## config.mk

```make
export PLATFORM = sky130hd
export DESIGN_NAME = crc16_command_frame_receiver
export DESIGN_NICKNAME = d
export VERILOG_FILES = /design/src/hw/rtl/crc16cfr_pkg.sv /design/src/hw/rtl/crc16_command_frame_receiver.sv
export SDC_FILE = /design/constraint.sdc
export NUM_CORES = 1
export LEC_CHECK = 0
export BUFFER_PORTS_ARGS = -buffer_cell sky130_fd_sc_hd__clkbuf_2
export CORE_MARGIN = 2
export CORE_UTILIZATION = 45
export CTS_CLUSTER_DIAMETER = 150
export DETAILED_ROUTE_END_ITERATION = 8
export SETUP_SLACK_MARGIN = 0.4
export SYNTH_ARGS = -nofsm -noshare
export SYNTH_HDL_FRONTEND = slang
export SYNTH_SLANG_ARGS = --single-unit
```

## constraint.sdc

```tcl
create_clock -name i_clk -period 5.55 [get_ports i_clk]
set_clock_uncertainty 0.2 [all_clocks]
set_input_delay 0.555 -clock i_clk [delete_from_list [all_inputs] [get_ports i_clk]]
set_output_delay 0.555 -clock i_clk [all_outputs]
set_load 0.005 [all_outputs]
```

## src/hw/rtl/crc16cfr_pkg.sv

```systemverilog
// ----------------------------------------------------------------------------
// crc16cfr_pkg: shared definitions for the command frame receiver
// frame constants, event codes, parser phases and the byte-wide crc16 update
// ----------------------------------------------------------------------------
package crc16cfr_pkg;

    // largest number of bytes kept for one frame before the overflow abort
    localparam int MAX_FRAME = 256;
    localparam int CNT_W     = $clog2(MAX_FRAME + 1);

    // frame delimiters and crc settings
    localparam logic [7:0]  HDR_BYTE    = 8'h3A;
    localparam logic [7:0]  CR_BYTE     = 8'h0D;
    localparam logic [7:0]  LF_BYTE     = 8'h0A;
    localparam logic [15:0] CRC_INIT    = 16'hFFFF;
    localparam logic [15:0] CRC_POLY    = 16'hA001;
    localparam logic [9:0]  TRAILER_LEN = 10'd4;
    // offset of the first data byte: header, length, function
    localparam logic [CNT_W-1:0] DATA_OFS = CNT_W'(3);

    // result event codes
    typedef enum logic [2:0] {
        EV_NONE    = 3'd0,
        EV_PAYLOAD = 3'd1,
        EV_GOOD    = 3'd2,
        EV_CRC     = 3'd3,
        EV_TAIL    = 3'd4,
        EV_OVER    = 3'd5
    } t_event;

    // parser phases, one-hot
    typedef enum logic [7:0] {
        PH_HUNT   = 8'b0000_0001,
        PH_LEN    = 8'b0000_0010,
        PH_FUNC   = 8'b0000_0100,
        PH_DATA   = 8'b0000_1000,
        PH_CRC_HI = 8'b0001_0000,
        PH_CRC_LO = 8'b0010_0000,
        PH_CR     = 8'b0100_0000,
        PH_LF     = 8'b1000_0000
    } t_phase;

    // crc16/modbus update by one byte, lsb first
    function automatic logic [15:0] crc_feed(input logic [15:0] crc, input logic [7:0] b);
        logic [15:0] c;
        c = crc ^ {8'h00, b};
        for (int k = 0; k < 8; k++) begin
            if (c[0]) begin
                c = (c >> 1) ^ CRC_POLY;
            end else begin
                c = c >> 1;
            end
        end
        return c;
    endfunction

endpackage

```

## src/hw/rtl/crc16_command_frame_receiver.sv

```systemverilog
// ----------------------------------------------------------------------------
// crc16_command_frame_receiver: serial command frame parser with crc16 check
// hunts for frame header, forwards data bytes and reports a frame verdict
// ----------------------------------------------------------------------------
// Usage
// The rx channel (i_rx_valid / o_rx_ready / i_rx_byte) takes one received
// serial byte per transfer. Every accepted byte gives exactly one result
// transfer on the res channel (o_res_valid / i_res_ready): event none, a
// tentative payload byte with its index, or a verdict for the frame (good,
// crc error, tail error, overflow). Function code and stored length are
// valid with the good event. Tentative payload is to be dropped by the
// consumer on any verdict other than good.
// An accepted byte is held in the input register, and its result is
// then registered in the result register. Throughput: one byte per
// cycle unless the res channel stalls, set by the byte-wide crc update
// and the phase logic between the input and result registers.
// Reset (synchronous, active low) empties both registers and puts the
// parser back to hunting the header. When the receiver stalls, the result
// register holds, the input register fills and then o_rx_ready drops.
// ----------------------------------------------------------------------------
module crc16_command_frame_receiver
    import crc16cfr_pkg::*;
(
    input  logic       i_clk,
    input  logic       i_rst_n,
    input  logic       i_rx_valid,
    output logic       o_rx_ready,
    input  logic [7:0] i_rx_byte,
    output logic       o_res_valid,
    input  logic       i_res_ready,
    output logic [2:0] o_event_res,
    output logic [7:0] o_payload_byte,
    output logic [7:0] o_payload_index,
    output logic [7:0] o_function_code,
    output logic [7:0] o_stored_length
);

    // input register
    logic       r_in_valid;
    logic [7:0] r_in_byte;

    // parser state
    t_phase           r_phase,        n_phase;
    logic [CNT_W-1:0] r_byte_count,   n_byte_count;
    logic [7:0]       r_declared_len, n_declared_len;
    logic [7:0]       r_held_func,    n_held_func;
    logic [15:0]      r_running_crc,  n_running_crc;
    logic [7:0]       r_crc_high,     n_crc_high;

    // result register
    logic   r_out_valid;
    t_event r_event,         n_event;
    logic [7:0] r_payload_byte,  n_payload_byte;
    logic [7:0] r_payload_index, n_payload_index;
    logic [7:0] r_function_code, n_function_code;
    logic [7:0] r_stored_length, n_stored_length;

    logic             advance;
    logic [CNT_W-1:0] cnt_inc;
    logic [CNT_W-1:0] data_pos;
    logic [15:0]      crc_fed;
    logic             trailer_hit;
    logic             over_hit;

    // pipeline handshake
    assign advance    = r_in_valid && (!r_out_valid || i_res_ready);
    assign o_rx_ready = !r_in_valid || advance;

    // datapath helpers
    assign cnt_inc     = r_byte_count + CNT_W'(1);
    assign data_pos    = r_byte_count - DATA_OFS;
    assign crc_fed     = crc_feed(r_running_crc, r_in_byte);
    assign trailer_hit = ({2'b00, r_declared_len}) ==
                         (10'(cnt_inc) + TRAILER_LEN);
    assign over_hit    = r_byte_count >= CNT_W'(MAX_FRAME);

    // input register
    always_ff @(posedge i_clk) begin
        if (!i_rst_n) begin
            r_in_valid <= 1'b0;
        end else if (o_rx_ready) begin
            r_in_valid <= i_rx_valid;
        end
        if (o_rx_ready && i_rx_valid) begin
            r_in_byte <= i_rx_byte;
        end
    end

    // frame parser
    always_comb begin
        n_phase         = r_phase;
        n_byte_count    = r_byte_count;
        n_declared_len  = r_declared_len;
        n_held_func     = r_held_func;
        n_running_crc   = r_running_crc;
        n_crc_high      = r_crc_high;
        n_event         = EV_NONE;
        n_payload_byte  = 8'h00;
        n_payload_index = 8'h00;
        n_function_code = 8'h00;
        n_stored_length = 8'h00;

        if (over_hit) begin
            n_phase        = PH_HUNT;
            n_byte_count   = '0;
            n_declared_len = 8'h00;
            n_held_func    = 8'h00;
            n_running_crc  = CRC_INIT;
            n_crc_high     = 8'h00;
            n_event        = EV_OVER;
        end else begin
            unique case (r_phase)
                PH_HUNT: begin
                    if (r_in_byte == HDR_BYTE) begin
                        n_phase        = PH_LEN;
                        n_byte_count   = CNT_W'(1);
                        n_declared_len = 8'h00;
                        n_held_func    = 8'h00;
                        n_running_crc  = crc_feed(CRC_INIT, HDR_BYTE);
                        n_crc_high     = 8'h00;
                    end
                end
                PH_LEN: begin
                    n_declared_len = r_in_byte;
                    n_running_crc  = crc_fed;
                    n_byte_count   = cnt_inc;
                    n_phase        = PH_FUNC;
                end
                PH_FUNC: begin
                    n_held_func   = r_in_byte;
                    n_running_crc = crc_fed;
                    n_byte_count  = cnt_inc;
                    n_phase       = trailer_hit ? PH_CRC_HI : PH_DATA;
                end
                PH_DATA: begin
                    n_event         = EV_PAYLOAD;
                    n_payload_byte  = r_in_byte;
                    n_payload_index = data_pos[7:0];
                    n_running_crc   = crc_fed;
                    n_byte_count    = cnt_inc;
                    if (trailer_hit) begin
                        n_phase = PH_CRC_HI;
                    end
                end
                PH_CRC_HI: begin
                    n_crc_high = r_in_byte;
                    n_phase    = PH_CRC_LO;
                end
                PH_CRC_LO: begin
                    if ({r_crc_high, r_in_byte} == r_running_crc) begin
                        n_phase = PH_CR;
                    end else begin
                        n_phase        = PH_HUNT;
                        n_byte_count   = '0;
                        n_declared_len = 8'h00;
                        n_held_func    = 8'h00;
                        n_running_crc  = CRC_INIT;
                        n_crc_high     = 8'h00;
                        n_event        = EV_CRC;
                    end
                end
                PH_CR: begin
                    if (r_in_byte == CR_BYTE) begin
                        n_byte_count = cnt_inc;
                        n_phase      = PH_LF;
                    end else begin
                        n_phase        = PH_HUNT;
                        n_byte_count   = '0;
                        n_declared_len = 8'h00;
                        n_held_func    = 8'h00;
                        n_running_crc  = CRC_INIT;
                        n_crc_high     = 8'h00;
                        n_event        = EV_TAIL;
                    end
                end
                PH_LF: begin
                    if (r_in_byte == LF_BYTE) begin
                        n_event         = EV_GOOD;
                        n_function_code = r_held_func;
                        n_stored_length = cnt_inc[7:0];
                    end else begin
                        n_event = EV_TAIL;
                    end
                    n_phase        = PH_HUNT;
                    n_byte_count   = '0;
                    n_declared_len = 8'h00;
                    n_held_func    = 8'h00;
                    n_running_crc  = CRC_INIT;
                    n_crc_high     = 8'h00;
                end
                default: begin
                    n_phase        = PH_HUNT;
                    n_byte_count   = '0;
                    n_declared_len = 8'h00;
                    n_held_func    = 8'h00;
                    n_running_crc  = CRC_INIT;
                    n_crc_high     = 8'h00;
                end
            endcase
        end
    end

    // parser state, updated when the byte moves into the result register
    always_ff @(posedge i_clk) begin
        if (!i_rst_n) begin
            r_phase        <= PH_HUNT;
            r_byte_count   <= '0;
            r_declared_len <= 8'h00;
            r_held_func    <= 8'h00;
            r_running_crc  <= CRC_INIT;
            r_crc_high     <= 8'h00;
        end else if (advance) begin
            r_phase        <= n_phase;
            r_byte_count   <= n_byte_count;
            r_declared_len <= n_declared_len;
            r_held_func    <= n_held_func;
            r_running_crc  <= n_running_crc;
            r_crc_high     <= n_crc_high;
        end
    end

    // result register
    always_ff @(posedge i_clk) begin
        if (!i_rst_n) begin
            r_out_valid <= 1'b0;
        end else if (advance) begin
            r_out_valid <= 1'b1;
        end else if (i_res_ready) begin
            r_out_valid <= 1'b0;
        end
        if (advance) begin
            r_event         <= n_event;
            r_payload_byte  <= n_payload_byte;
            r_payload_index <= n_payload_index;
            r_function_code <= n_function_code;
            r_stored_length <= n_stored_length;
        end
    end

    assign o_res_valid     = r_out_valid;
    assign o_event_res     = r_event;
    assign o_payload_byte  = r_payload_byte;
    assign o_payload_index = r_payload_index;
    assign o_function_code = r_function_code;
    assign o_stored_length = r_stored_length;

    // checks

    // kept byte count never passes the overflow limit
    a_count_bound: assert property (@(posedge i_clk) disable iff (!i_rst_n)
        r_byte_count <= CNT_W'(MAX_FRAME))
        else $error("byte count beyond frame limit");

    // a stalled result freezes the parser
    a_stall_hold: assert property (@(posedge i_clk) disable iff (!i_rst_n)
        (r_out_valid && !i_res_ready) |=>
            ($stable(r_phase) && $stable(r_running_crc) && $stable(r_byte_count)))
        else $error("parser state moved while result stalled");

    // payload fields are zero unless the event is a payload byte
    a_payload_zero: assert property (@(posedge i_clk) disable iff (!i_rst_n)
        (r_out_valid && r_event != EV_PAYLOAD) |->
            (r_payload_byte == 8'h00 && r_payload_index == 8'h00))
        else $error("payload fields set without payload event");

    // a good frame holds at least header, length, function and tail
    a_good_len: assert property (@(posedge i_clk) disable iff (!i_rst_n)
        (r_out_valid && r_event == EV_GOOD) |-> (r_stored_length >= 8'd5))
        else $error("good frame with short stored length");

    // the parser is hunting whenever the kept count is zero
    a_hunt_empty: assert property (@(posedge i_clk) disable iff (!i_rst_n)
        (r_byte_count == '0) |-> (r_phase == PH_HUNT))
        else $error("frame phase active with empty byte count");

endmodule

```

[After elaboration in Yosys (flattened, before gate mapping)]
Index checks and enable logic that the tools add are counted.
W data, S select, Z words.
Cells by class
  reductions and logical operators: 18
  magnitude comparators: 1
  bitwise logic cells: 12
  eq/ne operators: 21
  $add $sub $neg: 3
  mux-type cells: 40
Operators with widths (number)
  $mux W16: 12
  $pmux W8 S5: 3
  $mux W8: 10
  $pmux W16 S5: 1
  $pmux W8 S7: 1
  $pmux W9 S5: 1
  $mux W9: 4
  $eq A8 B4 Y1 const B: 3
  $not A2 Y3: 8
  $reduce_and A5 Y1: 4
  $eq A16 B16 Y1: 1
  $eq A8 B6 Y1 const B: 2
  $xor A16 B8 Y16: 1
  $ne A3 B3 Y1 const B: 4
  $pmux W3 S4: 1
  $reduce_or A3 Y1: 4
  $add A9 B3 Y10 const B: 1
  $eq A8 B10 Y1: 1
  $add A9 B1 Y9 const B: 1
  $ge A9 B9 Y1 const B: 1
  $eq A8 B1 Y1 const B: 1
  $eq A8 B2 Y1 const B: 1
  $eq A8 B3 Y1 const B: 1
  $eq A8 B5 Y1 const B: 1
  other kinds (18): 27
Storage, ports and cells
  output and inout port bits: 37
  input port bits: 12
  bits in registers: 102
  logic and storage cells: 109

[Depth between registers and ports, before layout]
  depth in word-level cells: 19
  gate-level depth with buffers: 13
  depth with buffers taken out: 12

[Least setup slack after synthesis]
OpenSTA, ideal clock, no wires.
  kind: input port to flip-flop
  start: input port i_res_ready
  end: register r_declared_len[6]
  stages on the path: 9
  slack: 1.370 ns
  path buffers: 2
  data required time: 5.235 ns
  library setup time: 0.115 ns
  arrival time: 3.865 ns
  cells stage by stage: nor2b_1 > nor2b_1 > o21a_4 > or4b_4 > or2_1 > buf_4 > buf_6 > and2_1 > o21a_1
On the way
  cells in the longest elaborated chain, start to end: 3
Ends and longest elaborated chain
  from (decl): RTL line crc16_command_frame_receiver.sv:30  | input logic i_res_ready,
  $logic_or A1 B1 Y1: RTL line crc16_command_frame_receiver.sv:66  | assign advance = r_in_valid && (!r_out_valid || i_res_ready);
  $logic_and A1 B1 Y1: RTL line crc16_command_frame_receiver.sv:66
  named net advance: RTL line crc16_command_frame_receiver.sv:58  | logic advance;
  $reduce_and A5 Y1 (no line)
  to (signal assigned): RTL line crc16_command_frame_receiver.sv:215  | r_declared_len <= n_declared_len;
  to (decl): RTL line crc16_command_frame_receiver.sv:45  | logic [7:0] r_declared_len, n_declared_len;
The timed path passes the listed nets, and every way through them passes these cells.
A chain may end at the register's enable or synchronous reset.

[Final worst setup path]
  start: register r_byte_count[0]
  end: register r_phase[7]
On the way
  cells in the longest elaborated chain, start to end: 5
  elaborated cells on any way between the ends: 8
  those cells by class: add/sub: 2; order compare: 1; eq/ne: 3; mux: 1; reduce/logical: 1
Ends and longest elaborated chain
  from (decl): RTL line crc16_command_frame_receiver.sv:44  | logic [CNT_W-1:0] r_byte_count, n_byte_count;
  from (signal assigned): RTL line crc16_command_frame_receiver.sv:214  | r_byte_count <= n_byte_count;
  $add A9 B1 Y9: RTL line crc16_command_frame_receiver.sv:70  | assign cnt_inc = r_byte_count + CNT_W'(1);
  named net cnt_inc[2]: RTL line crc16_command_frame_receiver.sv:59  | logic [CNT_W-1:0] cnt_inc;
  $add A9 B3 Y10: RTL line crc16_command_frame_receiver.sv:74  | (10'(cnt_inc) + TRAILER_LEN);
  $eq A8 B10 Y1: RTL line crc16_command_frame_receiver.sv:73  | assign trailer_hit = ({2'b00, r_declared_len}) ==
  $ne A3 B3 Y1 (no line)
  $reduce_and A3 Y1 (no line)
  to (signal assigned): RTL line crc16_command_frame_receiver.sv:213  | r_phase <= n_phase;
  to (decl): RTL line crc16_command_frame_receiver.sv:43  | t_phase r_phase, n_phase;
The timed path passes the listed nets, and every way through them passes these cells.

==> flow_summary.ini <==
[status]
outcome = completed

[pwr]
p_leak_nw = 2.13
power_density_nw_per_um2 = 261
peakVddDrop_mv = 0.232

[cts]
cts_buffer_depth = 2
clk_pin_slew_ns = 0.07
cts_tree = yes
clkLatencyLatePin_ns = 0.35
cts.sinks = 102
cts_resized = 0
htreeDepth = 3
cts_hold_buf = 0
postCtsSetupRepairBufs = 0
root_buffer = clkbuf_16
numCtsBuffers = 9

[finish]
drive_gt1_share_pct = 14.2
area_growth_pct = 10.5
antenna_cells = 0
stdcell_area_um2 = 5870
nets = 620

[yosys]
synth_area_um2 = 5310
syn_nets = 601
yosysTopAreaCell = edfxtp_1
synth_top_flop_cell = dfxtp_1
synth_edf_count = 43
synthTopCellsByCount = nand2_1 (76), dfxtp_1 (59), nor2_1 (56)
synth_top_area_share_pct = 24.3
netlist_instances = 582
async_flop_share_pct = 0
yosys_warnings = 0
ys_seq_area_share_pct = 46.5
synthDistinctLibCells = 57
ys_seq_elements = 102
synth_area_leaders = edfxtp_1 (24%), dfxtp_1 (22%), xnor2_1 (6.4%)
syn_avg_cell_area_um2 = 9.13
synth.most_common_cell = nand2_1

[run]
drv_cap = 0

[setup_path]
r2r_start = r_byte_count[0]$_SDFFE_PN0P_
r2r-end = r_phase[7]$_SDFFE_PN0P_
startpoint_type = register
cp_data_arrival_time_ns = 3.77
r2r_setup_slack_ns = 1.85
cp_max_fo = 12
required_ns = 5.62
endpoint_kind = register
worstRegToRegCells = 8
path_class = reg2reg

[timing]
maxSlewViolCount = 0
fmax_mhz = 270
tightestPinTransition_ns = 0.846
finalSetupTns_ns = 0
fin_crit_ns = 3.70
holdWs_ns = 0.171
maxSlewHeadroom_pct = 43.4
setup_viol = 0
rsz0062_at_grt = no
hold_viol = 0
fin_crit_sh_pct = 66.7

[placement]
placed_area_um2 = 5560
gp_congestion = 0.951
dp_hpwl_um = 8680
numPortBuffers = 48

[hold_path]
hold_depth = 1
hold_end = r_in_byte[1]$_DFFE_PP_
hold_path.class = in2reg
holdCritStartpoint = i_rx_byte[1]

[die]
die_y_um = 113
design.core.area_um2 = 11500
initial_core_util_pct = 46.3
die_w_um = 113
rows = 39
dieArea_um2 = 12700
boundaryPins = 49

[drt]
viasPerCell = 5.40
wl_per_cell_um = 16.1
routed_wl_um = 12100
route.vias.total = 4036
drcViolationCount = 0
final_antenna_net_count = 0
firstDrtPassIters = 4
first_iter_violations = 223

[global_routing]
grtUsageTotal_pct = 19.8
grt_pass1_vias = 3822
antenna_found_initial = 0
grt_max_degree = 50
grt_overflow = 0
grt_pass1_wl_um = 19700
-- power by group --
group / switching (mW) / internal (mW)
Combinational: 0.0370 / 0.0281
Clock: 0.271 / 0.392
Sequential: 0.0117 / 0.796
Total: 0.320 / 1.22
-- worst max-delay path: stages (launching register included) --
cell	delay, ns
dfxtp_1	0.52
ha_1	0.48
xor2_1	0.45
ha_1	0.32
nand2b_1	0.09
or4_1	0.56
nor3b_1	0.21
a211oi_1	0.54
mux2i_1	0.25
-- how the worst max path moves through the flow --
stage,start,endpoint,slack [ns],depth (start not counted)
finish,r_byte_count[0]$_SDFFE_PN0P_,r_phase[7]$_SDFFE_PN0P_,1.85,8
global route,r_byte_count[0]$_SDFFE_PN0P_,r_phase[7]$_SDFFE_PN0P_,1.65,10
CTS,r_byte_count[0]$_SDFFE_PN0P_,r_phase[7]$_SDFFE_PN0P_,1.90,8
detailed placement,r_byte_count[0]$_SDFFE_PN0P_,r_phase[1]$_SDFFE_PN0P_,1.96,8
global placement,r_byte_count[0]$_SDFFE_PN0P_,r_phase[1]$_SDFFE_PN0P_,1.95,8
floorplan,i_res_ready,r_declared_len[6]$_SDFFE_PN0P_,1.37,9
-- logic make-up after synthesis --
| kind of cell | count (synthesis) | share of synthesized area (%) |
|---|---|---|
| compound gates | 89 | 10.4 |
| simple gates | 272 | 26.4 |
| mux | 12 | 2.28 |
| fa+ha+maj | 7 | 1.65 |
| xor+xnor | 49 | 8.34 |
| buf+inv | 51 | 4.36 |
| flops | 102 | 46.5 |
-- flip-flops by register name, indices dropped and copies added, names as in the netlist --
name / cells
r_in_byte: 8
r_in_valid: 1
r_running_crc: 16
r_crc_high: 8
o_stored_length: 8
r_phase: 8
o_function_code: 8
r_declared_len: 8
o_payload_index: 8
o_event_res: 3
r_byte_count: 9
o_payload_byte: 8
r_held_func: 8
o_res_valid: 1
-- cell type report --
cell class                      instances  area [um2]
Inverter                                8        30.0
Fill cell                            1101        5590
Clock buffer                            9         225
Timing Repair Buffer                   51         263
Sequential cell                       102        2470
Tap cell                              143         179
Multi-Input combinational cell        429        2620
Clock inverter                          6        86.3
-- metrics by stage --
step | instances | util, % | worst slack, ns | total power, mW
6_report | 748 | 51.2 | 1.85 | 1.54
5_1_grt | 748 | 51.2 | 1.65 | 1.59
4_1_cts | 748 | 51.2 | 1.90 | 1.56
3_5_place_dp | 733 | 48.5 | 1.96 | 0.890
3_3_place_gp | 733 | 48.5 | 1.95 | 0.890
2_1_floorplan | 582 | - | 1.37 | 0.861
-- cells in the final DEF, fill, tap and decap left out, types with 7 or more instances in the layout --
cell / netlist / final
a21oi_1: 29 / 29
o21ai_0: 21 / 21
edfxtp_1: 43 / 43
nor4_1: 8 / 8
dfxtp_1: 59 / 59
nand2_1: 76 / 76
or2_2: 11 / 11
ha_1: 7 / 7
nand3_1: 17 / 17
a211oi_1: 7 / 7
clkbuf_2: 0 / 48
xnor2_1: 39 / 39
clkbuf_16: 0 / 9
nor3_1: 15 / 15
inv_1: 8 / 8
nor2b_1: 13 / 12
nor2_1: 56 / 56
o21a_1: 8 / 8
and2_1: 30 / 30
mux2i_1: 11 / 11
xor2_1: 9 / 9
-- routing by layer --
metal | wire length (um) | GRT usage, %
met2 | 5430 | 30.3
met3 | 590 | 3.29
met5 | 0 | 0
met1 | 5820 | 28.3
met4 | 229 | 7.64
No activity file was read; power rests on OpenSTA's default activity.
